### config.mk
export PLATFORM = sky130hd
export DESIGN_NAME = gamepad_input_conditioner_core
export DESIGN_NICKNAME = d
export VERILOG_FILES = /design/src/rtl/gic_pkg.sv /design/src/rtl/gic_front.sv /design/src/rtl/gic_queue.sv /design/src/rtl/gic_divider.sv /design/src/rtl/gic_back.sv /design/src/rtl/gamepad_input_conditioner_core.sv
export SDC_FILE = /design/constraint.sdc
export NUM_CORES = 2
export LEC_CHECK = 0
export ABC_AREA = 1
export BUFFER_PORTS_ARGS = -buffer_cell sky130_fd_sc_hd__buf_4
export CAP_MARGIN = 20
export CORE_ASPECT_RATIO = 0.6
export CORE_MARGIN = 5
export CORE_UTILIZATION = 60
export CTS_BUF_LIST = sky130_fd_sc_hd__clkbuf_16
export CTS_CLUSTER_DIAMETER = 100
export DETAILED_ROUTE_END_ITERATION = 7
export PLACE_DENSITY = 0.79
export SETUP_SLACK_MARGIN = 0.15
export SLEW_MARGIN = 10
export SYNTH_ARGS = -nofsm -noshare
export SYNTH_HDL_FRONTEND = slang
export SYNTH_SLANG_ARGS = --single-unit
### constraint.sdc
create_clock -name clock -period 13.35 [get_ports clock]
set_clock_uncertainty 0.05 [all_clocks]
set_input_delay 0.6675 -clock clock [delete_from_list [all_inputs] [get_ports clock]]
set_output_delay 0.6675 -clock clock [all_outputs]
set_load 0.01 [all_outputs]
### src/rtl/gic_pkg.sv
// Package for the gamepad input conditioner: widths, reset constants, shared types.
// Depends on nothing; used by every module of the block but gic_divider.
`timescale 1ns / 1ps
package gic_pkg;
   localparam int ADC_BITS_DEFAULT          = 10;
   localparam int BUTTON_COUNT_DEFAULT      = 10;
   localparam int INITIAL_HALF_SPAN_DEFAULT = 100;
   localparam int BTN_W     = 10;   // button field width
   localparam int ADC_W     = 10;   // raw reading field width
   localparam int QRY_W     = 4;
   localparam int NORM_W    = 11;
   localparam int DZ_W      = 10;
   localparam int DZ_RESET  = 205;
   localparam int NUM_AXES  = 4;
   localparam int CSR_ADDR_W = 1;
   localparam logic [CSR_ADDR_W-1:0] CSR_DEADZONE = 1'b0;
   localparam int QUEUE_DEPTH = 2;

   // Button results worked out by the front end.
   typedef struct packed {
      logic [BTN_W-1:0] held;
      logic [BTN_W-1:0] pressed;
      logic [BTN_W-1:0] released;
      logic             changed;
      logic             q_pressed;
      logic             q_released;
      logic             q_held;
   } btn_res_type;
endpackage

### src/rtl/gic_front.sv
// Front end: accepts a poll word, does button edge detection and axis calibration.
// Depends on gic_pkg. Hands (offset, span) per axis to the back end through a queue.
`timescale 1ns / 1ps
module gic_front #(
   parameter int ADC_BITS          = gic_pkg::ADC_BITS_DEFAULT,
   parameter int BUTTON_COUNT      = gic_pkg::BUTTON_COUNT_DEFAULT,
   parameter int INITIAL_HALF_SPAN = gic_pkg::INITIAL_HALF_SPAN_DEFAULT
) (
   input  logic                          clock,
   input  logic                          reset,
   input  logic                          take,
   input  logic [gic_pkg::BTN_W-1:0]     levels,
   input  logic [gic_pkg::ADC_W-1:0]     raw [gic_pkg::NUM_AXES],
   input  logic [gic_pkg::QRY_W-1:0]     query,
   output gic_pkg::btn_res_type          btn,
   output logic [ADC_BITS-1:0]           offset [gic_pkg::NUM_AXES],
   output logic [ADC_BITS-1:0]           span   [gic_pkg::NUM_AXES]
);
   localparam logic [ADC_BITS-1:0] MIN_RST =
      ADC_BITS'((1 << (ADC_BITS-1)) - INITIAL_HALF_SPAN);
   localparam logic [ADC_BITS-1:0] MAX_RST =
      ADC_BITS'((1 << (ADC_BITS-1)) + INITIAL_HALF_SPAN);
   localparam logic [gic_pkg::BTN_W-1:0] BMASK =
      gic_pkg::BTN_W'((64'd1 << BUTTON_COUNT) - 64'd1);

   logic [gic_pkg::BTN_W-1:0] prev_ff, prev_in;
   logic [ADC_BITS-1:0] min_ff [gic_pkg::NUM_AXES];
   logic [ADC_BITS-1:0] max_ff [gic_pkg::NUM_AXES];
   logic [ADC_BITS-1:0] min_in [gic_pkg::NUM_AXES];
   logic [ADC_BITS-1:0] max_in [gic_pkg::NUM_AXES];
   logic [gic_pkg::BTN_W-1:0] cur;
   logic [ADC_BITS-1:0] v;

   always_comb begin
      cur = levels & BMASK;
      prev_in = cur;
      btn.held     = ~cur & BMASK;
      btn.pressed  = prev_ff & ~cur & BMASK;
      btn.released = cur & ~prev_ff & BMASK;
      btn.changed  = (cur != prev_ff);
      btn.q_pressed = 1'b0;
      btn.q_released = 1'b0;
      btn.q_held = 1'b0;
      if (32'(query) < BUTTON_COUNT) begin
         btn.q_pressed  = btn.pressed[query];
         btn.q_released = btn.released[query];
         btn.q_held     = btn.held[query];
      end
      for (int a = 0; a < gic_pkg::NUM_AXES; a++) begin
         v = ADC_BITS'(raw[a]);
         min_in[a] = (v < min_ff[a]) ? v : min_ff[a];
         max_in[a] = (v > max_ff[a]) ? v : max_ff[a];
         offset[a] = v - min_in[a];
         span[a]   = max_in[a] - min_in[a];
      end
   end

   always_ff @(posedge clock) begin
      if (reset) begin
         prev_ff <= BMASK;
         for (int a = 0; a < gic_pkg::NUM_AXES; a++) begin
            min_ff[a] <= MIN_RST;
            max_ff[a] <= MAX_RST;
         end
      end else if (take) begin
         prev_ff <= prev_in;
         min_ff <= min_in;
         max_ff <= max_in;
      end
   end
endmodule

### src/rtl/gic_queue.sv
// Small two-entry queue between front and back end.
// Depends on gic_pkg for its depth constant.
`timescale 1ns / 1ps
module gic_queue #(
   parameter int WIDTH = 8
) (
   input  logic             clock,
   input  logic             reset,
   input  logic             push,
   input  logic [WIDTH-1:0] din,
   output logic             full,
   input  logic             pop,
   output logic [WIDTH-1:0] dout,
   output logic             empty
);
   logic [WIDTH-1:0] mem_ff [gic_pkg::QUEUE_DEPTH];
   logic             wp_ff, rp_ff;
   logic [1:0]       cnt_ff;

   assign full  = (cnt_ff == 2'(gic_pkg::QUEUE_DEPTH));
   assign empty = (cnt_ff == 2'd0);
   assign dout  = mem_ff[rp_ff];

   always_ff @(posedge clock) begin
      if (push && !full) mem_ff[wp_ff] <= din;
      if (reset) begin
         wp_ff <= 1'b0;
         rp_ff <= 1'b0;
         cnt_ff <= 2'd0;
      end else begin
         if (push && !full) wp_ff <= ~wp_ff;
         if (pop && !empty) rp_ff <= ~rp_ff;
         cnt_ff <= cnt_ff + 2'(push && !full) - 2'(pop && !empty);
      end
   end
endmodule

### src/rtl/gic_divider.sv
// Radix-2 restoring divider: quotient = (offset << ADC_BITS) / span, one bit a cycle.
// Depends on nothing but its parameter.
`timescale 1ns / 1ps
module gic_divider #(
   parameter int ADC_BITS = 10
) (
   input  logic                clock,
   input  logic                reset,
   input  logic                start,
   input  logic [ADC_BITS-1:0] offset,
   input  logic [ADC_BITS-1:0] span,
   output logic                done,
   output logic [ADC_BITS:0]   quotient
);
   localparam int NW = 2*ADC_BITS;          // numerator width
   localparam int CW = $clog2(NW+1);
   logic [NW-1:0]     num_ff;
   logic [ADC_BITS:0] rem_ff;                // one guard bit
   logic [ADC_BITS-1:0] den_ff;
   logic [CW-1:0]     cnt_ff;
   logic              busy_ff, done_ff, zero_ff;
   logic [ADC_BITS:0] trial;
   logic [ADC_BITS+1:0] diff;

   always_comb begin
      trial = {rem_ff[ADC_BITS-1:0], num_ff[NW-1]};
      diff  = {1'b0, trial} - {2'b00, den_ff};
   end

   // quotient never exceeds 2^ADC_BITS since offset <= span
   assign quotient = zero_ff ? '0 : num_ff[ADC_BITS:0];
   assign done = done_ff;

   always_ff @(posedge clock) begin
      if (reset) begin
         busy_ff <= 1'b0;
         done_ff <= 1'b0;
         cnt_ff <= '0;
      end else begin
         done_ff <= 1'b0;
         if (start) begin
            busy_ff <= 1'b1;
            cnt_ff <= CW'(NW);
         end else if (busy_ff) begin
            cnt_ff <= cnt_ff - CW'(1);
            if (cnt_ff == CW'(1)) begin
               busy_ff <= 1'b0;
               done_ff <= 1'b1;
            end
         end
      end
      if (start) begin
         num_ff <= {offset, ADC_BITS'(0)};
         rem_ff <= '0;
         den_ff <= span;
         zero_ff <= (span == '0);
      end else if (busy_ff) begin
         if (!diff[ADC_BITS+1]) begin
            rem_ff <= diff[ADC_BITS:0];
            num_ff <= {num_ff[NW-2:0], 1'b1};
         end else begin
            rem_ff <= trial;
            num_ff <= {num_ff[NW-2:0], 1'b0};
         end
      end
   end
endmodule

### src/rtl/gic_back.sv
// Back end: scales four axes through one shared divider, then the deadzone test.
// Depends on gic_pkg and gic_divider.
`timescale 1ns / 1ps
module gic_back #(
   parameter int ADC_BITS = gic_pkg::ADC_BITS_DEFAULT
) (
   input  logic                          clock,
   input  logic                          reset,
   input  logic                          in_valid,
   output logic                          in_take,
   input  gic_pkg::btn_res_type          btn,
   input  logic [ADC_BITS-1:0]           offset [gic_pkg::NUM_AXES],
   input  logic [ADC_BITS-1:0]           span   [gic_pkg::NUM_AXES],
   input  logic [gic_pkg::DZ_W-1:0]      deadzone,
   output logic                          out_valid,
   input  logic                          out_take,
   output gic_pkg::btn_res_type          out_btn,
   output logic signed [gic_pkg::NORM_W-1:0] out_norm [gic_pkg::NUM_AXES],
   output logic                          out_active
);
   localparam int HALF = 1 << (ADC_BITS-1);
   typedef enum logic [2:0] {S_IDLE, S_START, S_WAIT, S_SQX, S_SQY, S_DONE} st_type;

   st_type st_ff;
   logic [1:0] ax_ff;
   logic start_ff;
   logic signed [gic_pkg::NORM_W-1:0] norm_ff [gic_pkg::NUM_AXES];
   logic [ADC_BITS-1:0] off_ff  [gic_pkg::NUM_AXES];
   logic [ADC_BITS-1:0] span_ff [gic_pkg::NUM_AXES];
   logic [21:0] mag_ff;
   logic active_ff;
   gic_pkg::btn_res_type btn_ff;
   logic div_done;
   logic [ADC_BITS:0] quo;
   logic signed [ADC_BITS+1:0] centered;
   logic signed [gic_pkg::NORM_W-1:0] nv, sq_src;
   logic signed [21:0] sq_wide;
   logic [19:0] rad_sq;

   // divider reads the word held here, the queue moves on once it is taken
   gic_divider #(.ADC_BITS(ADC_BITS)) u_div (
      .clock, .reset, .start(start_ff), .offset(off_ff[ax_ff]), .span(span_ff[ax_ff]),
      .done(div_done), .quotient(quo));

   always_comb begin
      centered = $signed({1'b0, quo}) - (ADC_BITS+2)'(HALF);
      // offset scaled to 1024 full scale regardless of ADC width
      nv = gic_pkg::NORM_W'(centered <<< (10 - (ADC_BITS > 10 ? 10 : ADC_BITS))
                            >>> (ADC_BITS > 10 ? ADC_BITS - 10 : 0));
      if (ax_ff == 2'd1 || ax_ff == 2'd2) nv = -nv;
      sq_src = (st_ff == S_SQX) ? norm_ff[0] : norm_ff[1];
      sq_wide = 22'(sq_src);
      rad_sq = 20'(deadzone) * 20'(deadzone);
   end

   assign in_take    = (st_ff == S_IDLE) && in_valid;
   assign out_valid  = (st_ff == S_DONE);
   assign out_btn    = btn_ff;
   assign out_norm   = norm_ff;
   assign out_active = active_ff;

   always_ff @(posedge clock) begin
      if (reset) begin
         st_ff <= S_IDLE;
         start_ff <= 1'b0;
         ax_ff <= 2'd0;
      end else begin
         start_ff <= 1'b0;
         case (st_ff)
            S_IDLE: if (in_valid) begin
               btn_ff <= btn;
               off_ff <= offset;
               span_ff <= span;
               ax_ff <= 2'd0;
               start_ff <= 1'b1;
               st_ff <= S_WAIT;
            end
            S_START: begin
               start_ff <= 1'b1;
               st_ff <= S_WAIT;
            end
            S_WAIT: if (div_done) begin
               norm_ff[ax_ff] <= nv;
               if (ax_ff == 2'd3) st_ff <= S_SQX;
               else begin
                  ax_ff <= ax_ff + 2'd1;
                  st_ff <= S_START;
               end
            end
            S_SQX: begin
               mag_ff <= sq_wide * sq_wide;
               st_ff <= S_SQY;
            end
            S_SQY: begin
               st_ff <= S_DONE;
               active_ff <= (mag_ff + sq_wide * sq_wide) > {2'b00, rad_sq};
            end
            S_DONE: if (out_take) st_ff <= S_IDLE;
            default: st_ff <= S_IDLE;
         endcase
      end
   end
endmodule

### src/rtl/gamepad_input_conditioner_core.sv
// Top level of the gamepad input conditioner: queue ports, CSR port, front and back ends.
// Depends on gic_pkg, gic_front, gic_queue, gic_back (which holds gic_divider).
`timescale 1ns / 1ps
// One poll word carries ten active-low buttons, four stick readings and a query
// number, and yields one result word. The front end does edge detection and widens
// each axis range in the cycle the word is pushed; a two-entry queue decouples it
// from the back end, which scales each axis through one shared radix-2 divider,
// restarted for each axis, and then squares stick 1 for the deadzone test. Results
// wait in the back end's output register until popped; the back end takes no new
// poll until then.
// deadzone_radius sits at byte address 0 of the CSR port.
module gamepad_input_conditioner_core #(
   parameter int ADC_BITS          = gic_pkg::ADC_BITS_DEFAULT,
   parameter int BUTTON_COUNT      = gic_pkg::BUTTON_COUNT_DEFAULT,
   parameter int INITIAL_HALF_SPAN = gic_pkg::INITIAL_HALF_SPAN_DEFAULT
) (
   input  logic clock,
   input  logic reset,
   input  logic req_push,
   output logic req_full,
   input  logic [gic_pkg::BTN_W-1:0] req_button_levels,
   input  logic [gic_pkg::ADC_W-1:0] req_stick1_x_raw,
   input  logic [gic_pkg::ADC_W-1:0] req_stick1_y_raw,
   input  logic [gic_pkg::ADC_W-1:0] req_stick2_x_raw,
   input  logic [gic_pkg::ADC_W-1:0] req_stick2_y_raw,
   input  logic [gic_pkg::QRY_W-1:0] req_query_button,
   output logic rsp_empty,
   input  logic rsp_pop,
   output logic [gic_pkg::BTN_W-1:0] rsp_held_mask,
   output logic [gic_pkg::BTN_W-1:0] rsp_pressed_mask,
   output logic [gic_pkg::BTN_W-1:0] rsp_released_mask,
   output logic rsp_any_changed,
   output logic rsp_query_pressed,
   output logic rsp_query_released,
   output logic rsp_query_held,
   output logic signed [gic_pkg::NORM_W-1:0] rsp_stick1_x_norm,
   output logic signed [gic_pkg::NORM_W-1:0] rsp_stick1_y_norm,
   output logic signed [gic_pkg::NORM_W-1:0] rsp_stick2_x_norm,
   output logic signed [gic_pkg::NORM_W-1:0] rsp_stick2_y_norm,
   output logic rsp_stick1_active,
   input  logic csr_psel,
   input  logic csr_penable,
   input  logic csr_pwrite,
   input  logic [gic_pkg::CSR_ADDR_W+1:0] csr_paddr,
   input  logic [31:0] csr_pwdata,
   output logic [31:0] csr_prdata,
   output logic csr_pready
);
   localparam int QW = $bits(gic_pkg::btn_res_type) + 8*ADC_BITS;

   logic [gic_pkg::DZ_W-1:0] dz_ff;
   logic [gic_pkg::ADC_W-1:0] raw [gic_pkg::NUM_AXES];
   gic_pkg::btn_res_type f_btn, b_btn, o_btn;
   logic [ADC_BITS-1:0] f_off [gic_pkg::NUM_AXES], f_span [gic_pkg::NUM_AXES];
   logic [ADC_BITS-1:0] b_off [gic_pkg::NUM_AXES], b_span [gic_pkg::NUM_AXES];
   logic [QW-1:0] q_din, q_dout;
   logic take, q_empty, b_take, o_valid;
   logic signed [gic_pkg::NORM_W-1:0] o_norm [gic_pkg::NUM_AXES];

   // CSR: single register, pready tied high
   assign csr_pready = 1'b1;
   assign csr_prdata = (csr_paddr[gic_pkg::CSR_ADDR_W+1:2] == gic_pkg::CSR_DEADZONE)
                       ? 32'(dz_ff) : 32'd0;
   always_ff @(posedge clock) begin
      if (reset) dz_ff <= gic_pkg::DZ_W'(gic_pkg::DZ_RESET);
      else if (csr_psel && csr_penable && csr_pwrite &&
               csr_paddr[gic_pkg::CSR_ADDR_W+1:2] == gic_pkg::CSR_DEADZONE)
         dz_ff <= csr_pwdata[gic_pkg::DZ_W-1:0];
   end

   assign raw[0] = req_stick1_x_raw;
   assign raw[1] = req_stick1_y_raw;
   assign raw[2] = req_stick2_x_raw;
   assign raw[3] = req_stick2_y_raw;
   assign take = req_push && !req_full;

   gic_front #(.ADC_BITS(ADC_BITS), .BUTTON_COUNT(BUTTON_COUNT),
               .INITIAL_HALF_SPAN(INITIAL_HALF_SPAN)) u_front (
      .clock, .reset, .take, .levels(req_button_levels), .raw, .query(req_query_button),
      .btn(f_btn), .offset(f_off), .span(f_span));

   assign q_din = {f_btn, f_off[0], f_off[1], f_off[2], f_off[3],
                   f_span[0], f_span[1], f_span[2], f_span[3]};
   assign {b_btn, b_off[0], b_off[1], b_off[2], b_off[3],
           b_span[0], b_span[1], b_span[2], b_span[3]} = q_dout;

   gic_queue #(.WIDTH(QW)) u_queue (
      .clock, .reset, .push(req_push), .din(q_din), .full(req_full),
      .pop(b_take), .dout(q_dout), .empty(q_empty));

   gic_back #(.ADC_BITS(ADC_BITS)) u_back (
      .clock, .reset, .in_valid(!q_empty), .in_take(b_take), .btn(b_btn),
      .offset(b_off), .span(b_span), .deadzone(dz_ff),
      .out_valid(o_valid), .out_take(rsp_pop), .out_btn(o_btn),
      .out_norm(o_norm), .out_active(rsp_stick1_active));

   assign rsp_empty          = !o_valid;
   assign rsp_held_mask      = o_btn.held;
   assign rsp_pressed_mask   = o_btn.pressed;
   assign rsp_released_mask  = o_btn.released;
   assign rsp_any_changed    = o_btn.changed;
   assign rsp_query_pressed  = o_btn.q_pressed;
   assign rsp_query_released = o_btn.q_released;
   assign rsp_query_held     = o_btn.q_held;
   assign rsp_stick1_x_norm  = o_norm[0];
   assign rsp_stick1_y_norm  = o_norm[1];
   assign rsp_stick2_x_norm  = o_norm[2];
   assign rsp_stick2_y_norm  = o_norm[3];
endmodule
After elaboration in Yosys (flattened, before gate mapping)
Memory sizes are Yosys's and may differ from the RTL's. A register that Yosys moved wholly into a read port is not among the register bits.
Index checks and enable logic that the tools add are counted.

storage, ports and cells
  register bits after elaboration = 225
  bits in writable memories = 228
  bits of input ports = 96
  output and inout bits = 114
  memories = 1

operators by class
  $add $sub $neg = 16
  $mul = 3
  magnitude comparators = 13
  eq/ne operators = 15
  multiplexer cells = 51
  bitwise gates (word level) = 11
  reductions and logical operators = 24

memory list
  name            depth  bits a word  read ports  clocked after Yosys merged registers in  write ports  RTL line         source
  u_queue.mem_ff  2      114          1           1                                        1            gic_queue.sv:16  logic [WIDTH-1:0] mem_ff [gic_pkg::QUEUE_DEPTH];

operators by type and width
  operator                  number
  $mux W10                  14
  $sub A10 B10 Y10          8
  $bwmux W44                1
  $mul A11 B11 Y22          2
  $mux W11                  4
  $bmux W10 S2              2
  $gt A10 B10 Y1            4
  $lt A10 B10 Y1            4
  $mux W20                  2
  $add A22 B22 Y22          1
  $demux W11 S2             1
  $gt A22 B20 Y1            1
  $and A10 B10 Y10          2
  $mul A10 B10 Y20          1
  $not A10 Y10              2
  $pmux W3 S6               1
  $bmux W1 S4               3
  $mux W3                   4
  $sub A11 B10 Y12          1
  $mux W1                   11
  $neg A11 Y11              1
  $sub A11 B10 Y11 const B  1
  $logic_not A10 Y1         1
  $mux W5                   2
  32 further kinds          59

Depth between registers and ports, before layout
  depth in word-level cells = 6
  depth in mapped cells = 36
  mapped depth without buffers = 35

Cells and area by module
From an unflattened synthesis, not the netlist that was laid out.

second synthesis, totals
  cells, all modules = 4027
  area, all modules = 39107.5 um^2

by module, submodules not included
  module                          times used  cells each  area an instance (um^2)  sequential area each (um^2)
  gic_back                        1           1742        17290.3                  5525.3
  gic_front                       1           1476        9857.0                   1801.7
  gic_queue                       1           394         8725.9                   6946.7
  gic_divider                     1           306         2518.7                   1171.1
  gamepad_input_conditioner_core  1           109         715.7                    200.2

Worst setup path before layout
OpenSTA, ideal clock, no wires.

  path type = reg2reg
  from = register u_back.st_ff[0]
  to = register u_back.active_ff (netlist: u_back.out_active) (data pin)
  data arrival time = 6.435 ns
  required time = 13.044 ns
  path slack = 6.609 ns
  stages on the path, launching flop included = 33
  clock period less this slack = 6.741 ns
  cells stage by stage = dfxtp_1 inv_1 nor2_1 nand2_2 buf_6 o21ai_4 inv_2 buf_6 nor2_2 inv_1 fa_1 inv_1 fa_1 inv_1 fa_1 inv_1 fa_1 inv_1 fa_1 inv_1 ha_1 nand2_1 nor2_1 nand4_1 o211ai_1 a31oi_1 xnor2_1 ha_1 a21oi_1 o21ai_0 a221o_1 nor2_1 a21oi_1

on the way
  cells in the longest elaborated chain, start to end = 5

RTL lines
  what                    RTL line        source
  start, declared         gic_back.sv:24  st_type st_ff;
  start signal, assigned  gic_back.sv:64  st_ff <= S_IDLE;
  start signal, assigned  gic_back.sv:76  st_ff <= S_WAIT;
  start signal, assigned  gic_back.sv:80  st_ff <= S_WAIT;
  $eq A3 B2 Y1            gic_back.sv:51  sq_src = (st_ff == S_SQX) ? norm_ff[0] : norm_ff[1];
  $mux W11                gic_back.sv:51
  $mul A11 B11 Y22        gic_back.sv:96  active_ff <= (mag_ff + sq_wide * sq_wide) > {2'b00, rad_sq};
  $add A22 B22 Y22        gic_back.sv:96
  $gt A22 B20 Y1          gic_back.sv:96
  end signal, assigned    gic_back.sv:96
  end, declared           gic_back.sv:31  logic active_ff;

Every way passes these cells.
A chain may end at the register's enable or synchronous reset.

Final worst setup path
  from = register u_back.st_ff[0]
  to = register u_back.active_ff (netlist: u_back.out_active) (data pin)

on the way
  cells in the longest elaborated chain, start to end = 5

RTL lines
  what                               RTL line        source
  $eq A3 B2 Y1                       gic_back.sv:51
  $mux W11                           gic_back.sv:51
  named net u_back.sq_src (one bit)  gic_back.sv:36  logic signed [gic_pkg::NORM_W-1:0] nv, sq_src;
  $mul A11 B11 Y22                   gic_back.sv:96
  $add A22 B22 Y22                   gic_back.sv:96
  $gt A22 B20 Y1                     gic_back.sv:96

The timed path passes the listed nets, and every way through them passes these cells.

==> summary.md <==
| Metric | Value |
|---|---|
| Status | finished clean |
| Clk Latency, worst-skew pair | roughly 0.62 ns |
| Tot Pwr | ~11 mW |
| Critical path origin | u_back.st_ff[0]$_SDFFE_PP0P_ |
| Max IR drop VDD | 0.000319 V |
| Worst Setup Path Type | reg -> reg |
| PwrDens | 253 nW/um^2 |
| Seq pwr share | 0.266 |
| Vias in the first global route | between 20,000 and 30,000 |
| Routed vias/inst | approximately 5.5 |
| Cell Int Power | 5.65 mW |
| Family with the most delay on the worst path | adder cells |
| Async SR Flop Fraction | 0 |
| Clock group share of total power | 0.140 |
| Switch share | 0.464 |
| Slew Viols, Final | 0 |
| Num rows | slightly above 70 |
| CTS resizes | 0 |
| CP Data Required Time | approximately 14 ns |
| Max incr delay on CP | ~0.65 ns |
| P_leak | 20.0 nW |
| Initial antenna violation count | 1 |
| # hold bufs at CTS | 0 |
| Largest net degree at the start of global routing | 96 |
| Number of remaining DRC errors | 0 |
| Hpwl dp | between 60 and 70 mm |
| Buffers & Inverters on Critical Path | 8 |
| H-tree Lvls | 2 |
| IO Port Bufs | between 150 and 200 |
| Relative slew slack | 0.331 |
| Core footprint | 62,800 um^2 |
| Layout area overhead | 9.16% |
| WL final | about 90 mm |
| Sw power | a little under 5 mW |
| R2R Path Start | u_back.st_ff[0]$_SDFFE_PP0P_ |
| TNS Setup | 0 ns |
| Die area | approximately 69,000 um^2 |
| Ys flop type | edfxtp_1 |
| Combinational Power Share | 0.594 |
| Total CTS buffers | between 50 and 60 |
| Antenna diodes | 0 |
| Fin util | 0.663 |
| Initial DRC count | between 2,000 and 3,000 |
| Clock Tree Buf Depth | 3 |
| Post-CTS Setup Bufs | 0 |
| Gr ovfl total | 0 |
| Type of origin of the critical path | register |
| Vias post-DR | approximately 28,000 |
| Setup violations, final | 0 |
| CTS Sinks | approximately 570 |
| Yosys reg bits | 566 |
| Cells after synthesis | 4,073 |
| Layout fillers | slightly below 5,000 |
| Max Cap Viol | 0 |
| Share of cells above drive strength 1 | 0.0810 |
| CP endpoint kind | register |
| Final period utilization | 0.600 |
| R2r setup slk | roughly 5.3 ns |
| Worst-margin pin slew | 1.00 ns |
| Syn Std Cell Area | roughly 38,000 um^2 |
| First drt pass iteration count | 6 |
| Max Clk Rate | around 120 MHz |
| Layout net count | ~4,900 |
| Die Ht | just over 200 um |
| Starting Density | 0.608 |
| Slowest-stage cell, CP | o21ai_2 |
| Critical path arrival | 8.33 ns |
| Clock root buffer | clkbuf_16 |
| Post-Syn Area per Cell | around 9.4 um^2 |
| Drt wl/cell | 17.4 um |
| Hold Fails Final Rpt | 0 |
| Max FO, Critical Path | 24 |
| Hold WC Path Type | in -> reg |
| CTS tree | done |
| Hold path start | csr_pwdata[2] |
| Post-synth EDFFs | 429 |
| Remaining antenna violation count | 0 |
| Syn. warnings | 0 |
| Global-route wire length before repair | between 100 and 150 mm |
| Clock-pin slew on the worst setup and hold paths | 0.07 ns |
| Fin crit period | approximately 8.0 ns |
| Die Wd | approximately 340 um |
| Ports | 210 |
| GRT Total Usage | 0.255 |
| RSZ-0062 raised after global routing | no |
| GP Congestion | about 0.93 |
| Register area share after synthesis | 0.409 |
| Crit path top cell by count | inv_1 |
| Distinct cell type count after synthesis | 61 |
-- sequential cells by signal, indices dropped and copies added (netlist names), 2 cells and up --
register / flops
u_back.u_div.num_ff: 20
u_back.off_ff: 40
dz_ff: 10
u_back.u_div.rem_ff: 10
u_back.out_norm: 44
u_back.ax_ff: 2
u_front.prev_ff: 10
u_front.max_ff: 40
u_back.st_ff: 3
u_back.u_div.den_ff: 10
u_queue.cnt_ff: 2
u_back.u_div.cnt_ff: 5
u_back.out_btn: 34
u_queue.mem_ff: 228
u_front.min_ff: 40
u_back.mag_ff: 21
u_back.span_ff: 40
-- power by group through the flow --
stage               combinational, mW  clock, mW  sequential [mW]
global route                     7.05       1.57             2.84
finish                           6.26       1.48             2.81
CTS                              6.15       1.50             2.81
detailed placement               6.09          0             2.84
floorplan                        4.50          0             2.81
global placement                 5.90          0             2.83
-- logic make-up (layout without fill, tap and decap cells) --
kind of cell               Yosys count  in the layout  synth area share
AOI/OAI and AO/OA                  680            680             0.104
adders and majority gates          568            568             0.231
xor gates and xnor gates           144            144            0.0338
other                                2             23          0.000197
buffers and inverters              915           1056            0.0952
DFF                                566            566             0.409
and+or+nand+nor                   1198           1198             0.127
-- path summary, 6_finish.rpt --
check                                                      endpoint  cells after the start
worst max-delay path                    u_back.out_active$_DFFE_PP_                     30
worst max register to register          u_back.out_active$_DFFE_PP_                     30
worst min register to register  u_back.u_div.rem_ff[9]$_SDFFE_PP0P_                      2
worst min-delay path                          dz_ff[2]$_SDFFE_PP1P_                      3
-- per-layer routing --
layer	share of wire	GRT usage	up-vias	routed length, um
met4	0.013	0.0413	0	1180
met2	0.40	0.350	1079	34900
met1	0.48	0.418	13098	42700
met5	0	0	-	0
li1	-	-	13400	-
met3	0.11	0.0549	83	9320
-- stage by stage --
step / worst slack (ns) / instance area [um^2] / instances / hold WS [ns]
floorplan: 6.61 / 38200 / 4094 / 0.377
global placement: 5.58 / 40000 / 4973 / 0.396
CTS: 5.37 / 41600 / 5073 / 0.190
detailed placement: 5.44 / 40000 / 4973 / 0.402
finish: 5.34 / 41700 / 5074 / 0.226
global route: 4.81 / 41700 / 5074 / 0.216
-- Yosys cell counts, types with 48 or more instances --
cell | number | area [um^2]
a21oi_1 | 265 | 1330
clkbuf_1 | 80 | 300
dfxtp_1 | 137 | 2740
edfxtp_1 | 429 | 12900
fa_1 | 227 | 4540
ha_1 | 341 | 4270
inv_1 | 758 | 2850
nand2_1 | 819 | 3070
nand3_1 | 63 | 315
nor2_1 | 242 | 908
o211ai_1 | 54 | 405
o21ai_0 | 178 | 891
o21ai_1 | 48 | 240
xnor2_1 | 52 | 455
xor2_1 | 88 | 771
-- placed cells by master (no fill, tap or decap), types with 11 or more instances in the layout --
cell         n
nand2_1    819
inv_1      772
edfxtp_1   429
ha_1       341
a21oi_1    265
nor2_1     238
fa_1       227
buf_4      179
o21ai_0    178
dfxtp_1    136
xor2_1      88
nand3_1     63
clkbuf_16   55
o211ai_1    54
xnor2_1     52
o21ai_1     48
conb_1      23
o22ai_1     22
nand4_1     20
inv_2       16
a21o_1      15
nor3_1      14
o21ai_2     14
o21a_1      11
-- cell type report --
cell class	instances	area [um^2]	area share
sequential	566	15600	0.375
tap	839	1050	0.0252
timing repair buffer	180	1370	0.0329
clock inverter	45	305	0.00733
multi-input combinational	2613	19000	0.457
clock buffer	55	1380	0.0330
inverter	776	2910	0.0699
-- tightest hold or removal path: stages --
cell,delay (ns)
buf_4,0.07
nand2_1,0.04
o211ai_1,0.06
Note: power is estimated with default switching activity, not from simulation.
